**src/design/direct_mapped_writeback_cache_defines.svh**
```systemverilog
// Assertion macros for the direct-mapped write-back cache.
// Used by the controller; no other dependencies.
`ifndef DIRECT_MAPPED_WRITEBACK_CACHE_DEFINES_SVH
`define DIRECT_MAPPED_WRITEBACK_CACHE_DEFINES_SVH
`ifndef SYNTHESIS
`define DMC_ASSERT(label, clk, rst_n, prop, msg) \
	label: assert property (@(posedge clk) disable iff (!rst_n) prop) else $error(msg);
`define DMC_ASSERT_NEVER(label, clk, rst_n, expr, msg) \
	label: assert property (@(posedge clk) disable iff (!rst_n) !(expr)) else $error(msg);
`else
`define DMC_ASSERT(label, clk, rst_n, prop, msg)
`define DMC_ASSERT_NEVER(label, clk, rst_n, expr, msg)
`endif
`endif

```
**src/design/dmc_pkg.sv**
```systemverilog
// Shared types and constants for the direct-mapped write-back cache.
// No dependencies.
`default_nettype none
package dmc_pkg;
	localparam int CostW = 10;
	localparam int WordW = 32;
	localparam int AcostW = 12;

	typedef struct packed {
		logic clr_step;    // clear one backing word
		logic wb_step;     // copy one line word to backing memory
		logic fill_rd;     // issue backing read for fill
		logic fill_wr;     // write returned backing word into line
		logic tag_upd;     // mark line valid/clean with new tag
		logic lookup;      // capture hit of the tag compare
		logic acc_rd;      // read requested word from line
		logic acc_wr;      // write requested word into line
		logic cnt_clr;     // clear word counter
		logic cnt_inc;     // advance word counter
		logic result;      // register result beat
	} dmc_cmd_t;

	typedef struct packed {
		logic hit;
		logic dirty;
		logic cnt_last;
		logic clr_last;
	} dmc_sts_t;
endpackage
`default_nettype wire

```
**src/design/dmc_ctrl.sv**
```systemverilog
// Controller FSM: reset clear sweep, write-back, fill, access, result.
// Depends on dmc_pkg and the assertion macro header.
`default_nettype none
`include "direct_mapped_writeback_cache_defines.svh"
module dmc_ctrl import dmc_pkg::*; (
	input wire logic clk,
	input wire logic arst_n,
	input wire logic action,
	input wire dmc_sts_t sts,
	output dmc_cmd_t cmd,
	input wire logic in_valid,
	output logic in_ready,
	output logic in_fire,
	output logic out_valid,
	input wire logic out_ready
);
	typedef enum logic [2:0] {
		CLEAR, IDLE, LOOKUP, WBACK, FILL, FILL_LAST, ACCESS, DONE
	} state_t;

	state_t state_q;
	logic act_q;
	logic fill_pend_q;

	assign in_ready = (state_q == IDLE) && (!out_valid || out_ready);
	assign in_fire = in_valid && in_ready;

	always_comb begin
		cmd = '0;
		unique case (state_q)
			CLEAR: cmd.clr_step = 1'b1;
			IDLE: cmd.cnt_clr = 1'b1;
			LOOKUP: begin
				cmd.cnt_clr = 1'b1;
				cmd.lookup = 1'b1;
			end
			WBACK: begin
				cmd.wb_step = fill_pend_q;
				cmd.cnt_inc = fill_pend_q;
			end
			FILL: begin
				cmd.fill_rd = 1'b1;
				cmd.fill_wr = fill_pend_q;
				cmd.cnt_inc = fill_pend_q;
			end
			FILL_LAST: cmd.tag_upd = 1'b1;
			ACCESS: begin
				cmd.acc_rd = 1'b1;
				cmd.acc_wr = act_q;
			end
			DONE: cmd.result = 1'b1;
			default: ;
		endcase
	end

	always_ff @(posedge clk or negedge arst_n) begin
		if (!arst_n) begin
			state_q <= CLEAR;
			act_q <= 1'b0;
			fill_pend_q <= 1'b0;
			out_valid <= 1'b0;
		end else begin
			if (out_valid && out_ready)
				out_valid <= 1'b0;
			unique case (state_q)
				CLEAR: if (sts.clr_last) state_q <= IDLE;
				IDLE: if (in_fire) begin
					act_q <= action;
					state_q <= LOOKUP;
				end
				LOOKUP: begin
					fill_pend_q <= 1'b0;
					if (sts.hit) state_q <= ACCESS;
					else if (sts.dirty) state_q <= WBACK;
					else state_q <= FILL;
				end
				WBACK: begin
					// first cycle primes line read; counter restarts after
					if (!fill_pend_q) begin
						fill_pend_q <= 1'b1;
					end else if (sts.cnt_last) begin
						fill_pend_q <= 1'b0;
						state_q <= FILL;
					end
				end
				FILL: begin
					if (!fill_pend_q) fill_pend_q <= 1'b1;
					else if (sts.cnt_last) state_q <= FILL_LAST;
				end
				FILL_LAST: state_q <= ACCESS;
				ACCESS: state_q <= DONE;
				DONE: begin
					out_valid <= 1'b1;
					state_q <= IDLE;
				end
				default: state_q <= IDLE;
			endcase
		end
	end

	`DMC_ASSERT(a_fire_idle, clk, arst_n, in_fire |-> state_q == IDLE, "accept outside idle")
	`DMC_ASSERT(a_done_out, clk, arst_n, state_q == DONE |=> out_valid, "result not shown")
	`DMC_ASSERT_NEVER(a_wb_fill, clk, arst_n, cmd.wb_step && cmd.fill_wr, "write-back and fill overlap")
endmodule
`default_nettype wire

```
**config.mk**
```make
export PLATFORM = sky130hd
export DESIGN_NAME = dmc_ctrl
export DESIGN_NICKNAME = d
export VERILOG_FILES = /design/src/design/dmc_pkg.sv /design/src/design/dmc_ctrl.sv
export VERILOG_INCLUDE_DIRS = /design/src /design/src/design
export SDC_FILE = /design/constraint.sdc
export NUM_CORES = 1
export LEC_CHECK = 0
export BUFFER_PORTS_ARGS = -buffer_cell sky130_fd_sc_hd__buf_2
export CORE_AREA = 2 2 39 41
export DETAILED_ROUTE_END_ITERATION = 6
export DIE_AREA = 0 0 41 43
export PLACE_DENSITY_LB_ADDON = 0.2
export SETUP_SLACK_MARGIN = 0.2
export SLEW_MARGIN = 20
export SYNTH_ARGS = -nofsm -noshare
export SYNTH_HDL_FRONTEND = slang
export SYNTH_SLANG_ARGS = --single-unit
```
**constraint.sdc**
```tcl
create_clock -name clk -period 1.6 [get_ports clk]
set_clock_uncertainty 0.15 [all_clocks]
set_input_delay 0.08 -clock clk [delete_from_list [all_inputs] [get_ports clk]]
set_output_delay 0.08 -clock clk [all_outputs]
set_load 0.1 [all_outputs]
```
==> flow_summary.ini <==
[outcome]
violated_checks = setup timing
outcome = complete, but fails checks

[sta]
worstMarginPinSlew_ps = 482
max_slew_margin_pct = 68.1
setup_viol = 7
min_period_over_period_pct = 103
postLayoutSetupSlackWorst_ps = -44.6
fin_crit_ps = 1640
fmax_mhz = 608
timing.final.max_slew_violations = 0
rsz0062_at_grt = yes
final_hold_viol_count = 0

[routing]
detail_route.wl_per_cell_um = 14.4
dr.first_iter.drc_count = 10
detail_route.vias_per_cell = 5.03
drt-pass1-iter-count = 4
dr_total_vias = 594
drt_drc_violations_left = 0
wirelength_um = 1690
ant_nets = 0

[synthesis]
postSynthAreaPerCell_sq_um = 8.00
mappedNetlistNets = 65
yosysSeqAreaShare_pct = 33.5
total_of_warnings_raised_by_yosys = 0
synth-edff-count = 0
yosys-top-cells-count = sky130_fd_sc_hd__dfrtp_1, sky130_fd_sc_hd__nand2_1, sky130_fd_sc_hd__nor2_1
ys_dominant_reg_cell = sky130_fd_sc_hd__dfrtp_1
yosys-top-cells-area = sky130_fd_sc_hd__dfrtp_1, sky130_fd_sc_hd__and2_1, sky130_fd_sc_hd__nand2_1
async_flop_share_pct = 100
yosys_register_bits = 6
post_synth_num_cell_types = 24
synth_largest_type_area_fraction_pct = 33.5
mappedNetlistArea_sq_um = 448
synth_area_leader_cell = sky130_fd_sc_hd__dfrtp_1
postSynthCellCount = 56

[final_layout]
drive_gt1_share_pct = 79.4
multi_input_area_sq_um = 402
n_fill_cell = 67
diodes = 0
design.final.nets = 112
area_growth_syn_to_layout_pct = 160
seqCellArea_sq_um = 156

[setup_path]
worst_reg_to_reg_setup_slack_ps = -40
max_stage_delay_ps = 450
rr_endpoint = state_q[0]$_DFFE_PN0P_
timing.rr.start = state_q[0]$_DFFE_PN0P_
path_class = flop to output pin
critPathLaunchType = flop
crit_chain = buf_6 > nor2_4 > and2_4 > o21a_4 > buf_12
worst-endpoint-required_ps = 1370
critical_path.max_fanout = 5
slowest_stage = sky130_fd_sc_hd__dfrtp_2
worstPathArrival_ps = 1410
endpoint_kind = output pin
worst-r2r-cell-count = 5

[min_path]
hp-class = input pin to flop
hold_path_end = out_valid$_DFFE_PN0P_
worst_hold_path.num_cells = 4
hold_path_startpoint = out_ready

[cts]
clock_sinks = 6
clockRootBuffer = sky130_fd_sc_hd__clkbuf_4
clock_insertion_delay_worst_skew_ps = 250
cts_tree = done
clock_path_buffers = 2
ctsHtreeMaxLevel = 1
numCtsBuffers = 3
path_clk_slew_ps = 60

[place]
place.port_buffers = 22
hpwl_um = 919
place_ws_ps = 55.9
routabilityCongestion = 0.768

[floorplan]
floorplan.rows = 14
top_ports = 23
design.core.area_sq_um = 1380
die_span_y_um = 43
die-width_um = 41
dieArea_sq_um = 1760
initial_core_util_pct = 32.4

[global_route]
grt_overflow_total = 0
grt_max_degree = 16
grt_pass1_wl_um = 2330
first_global_vias = 546
grt_usage_pct = 20.2
initial_antenna_violation_count = 0

[flow_run]
reported_max_cap_violation_count = 0
-- area by class of cell --
| type | instances | share of cell area [%] |
|---|---|---|
| multi-input cells | 44 | 34.5 |
| inverters | 2 | 1.29 |
| clock buffers | 4 | 2.26 |
| flip-flops and latches | 6 | 13.4 |
| repair buffers | 46 | 46.8 |
| well taps | 16 | 1.72 |
-- state kept, by name, indices dropped and copies added, names as in the netlist --
| signal | count |
|---|---|
| act_q | 1 |
| fill_pend_q | 1 |
| out_valid | 1 |
| state_q | 3 |
-- through the flow --
| stage | hold slack (ps) | TNS [ps] | instances | instance area, sq um | util (%) |
|---|---|---|---|---|---|
| after CTS | 20.7 | -90.9 | 116 | 1110 | 80.4 |
| final | 33.7 | -165 | 118 | 1160 | 84.1 |
| after detailed placement | -234 | 0 | 98 | 908 | 65.6 |
| after floorplan | -366 | -795 | 56 | 572 | - |
| after global placement | -238 | 0 | 98 | 908 | 65.6 |
| after global routing | 40.2 | -629 | 118 | 1160 | 84.1 |
-- worst max-delay path: cells and delay by family, from the launching register on --
kind	cells	cell delay, ps
AOI/OAI and AO/OA	1	130
and+or+nand+nor	2	280
DFF	1	450
buffers and inverters	2	310
-- layer usage --
metal,GRT usage [%],vias up,routed length (um)
met5,0,-,0
met4,14.0,0,47
met3,2.09,6,89
met2,32.2,26,904
met1,23.7,281,652
li1,-,281,-
-- worst max-delay path by stage --
stage / from / to / depth (start not counted)
2_1_floorplan: out_valid$_DFFE_PN0P_ / act_q$_DFFE_PN0P_ / 4
3_3_place_gp: state_q[0]$_DFFE_PN0P_ / state_q[0]$_DFFE_PN0P_ / 5
3_5_place_dp: state_q[1]$_DFFE_PN0P_ / state_q[0]$_DFFE_PN0P_ / 4
4_1_cts: state_q[1]$_DFFE_PN0P_ / cmd[1] / 5
5_1_grt: state_q[0]$_DFFE_PN0P_ / state_q[0]$_DFFE_PN0P_ / 5
6_report: state_q[0]$_DFFE_PN0P_ / cmd[1] / 5
-- placed cells by master, fill, tap and decap left out, types with 3 or more instances in the layout --
cell                        n
sky130_fd_sc_hd__buf_12    14
sky130_fd_sc_hd__buf_6     11
sky130_fd_sc_hd__buf_4     10
sky130_fd_sc_hd__buf_2      9
sky130_fd_sc_hd__nor2_4     4
sky130_fd_sc_hd__and2_4     4
sky130_fd_sc_hd__nand2_2    4
sky130_fd_sc_hd__nand2_1    3
sky130_fd_sc_hd__dfrtp_1    3
sky130_fd_sc_hd__clkbuf_4   3
-- kinds of logic (layout without fill, tap and decap cells) --
group | Yosys count | in the layout | synth area share [%]
DFF | 6 | 6 | 33.5
xor gates and xnor gates | 1 | 1 | 1.96
AOI/OAI and AO/OA | 9 | 9 | 14.2
and+or+nand+nor | 32 | 32 | 36.9
muxes | 2 | 2 | 5.86
buffers and inverters | 6 | 52 | 7.54
-- repair_timing --
action                                 in CTS  in global routing
endpoints found under the hold margin       7                  0
setup endpoints to repair                  16                 16
gates resized for setup                    20                 10
hold buffers                                2                  0
pin swaps                                   7                  8
cloned                                      0                  0
setup buffers                              12                  2
Power is left out: the tool's default activity adds up to more than one toggle a clock period on the data nets, which glitch-free logic cannot reach.
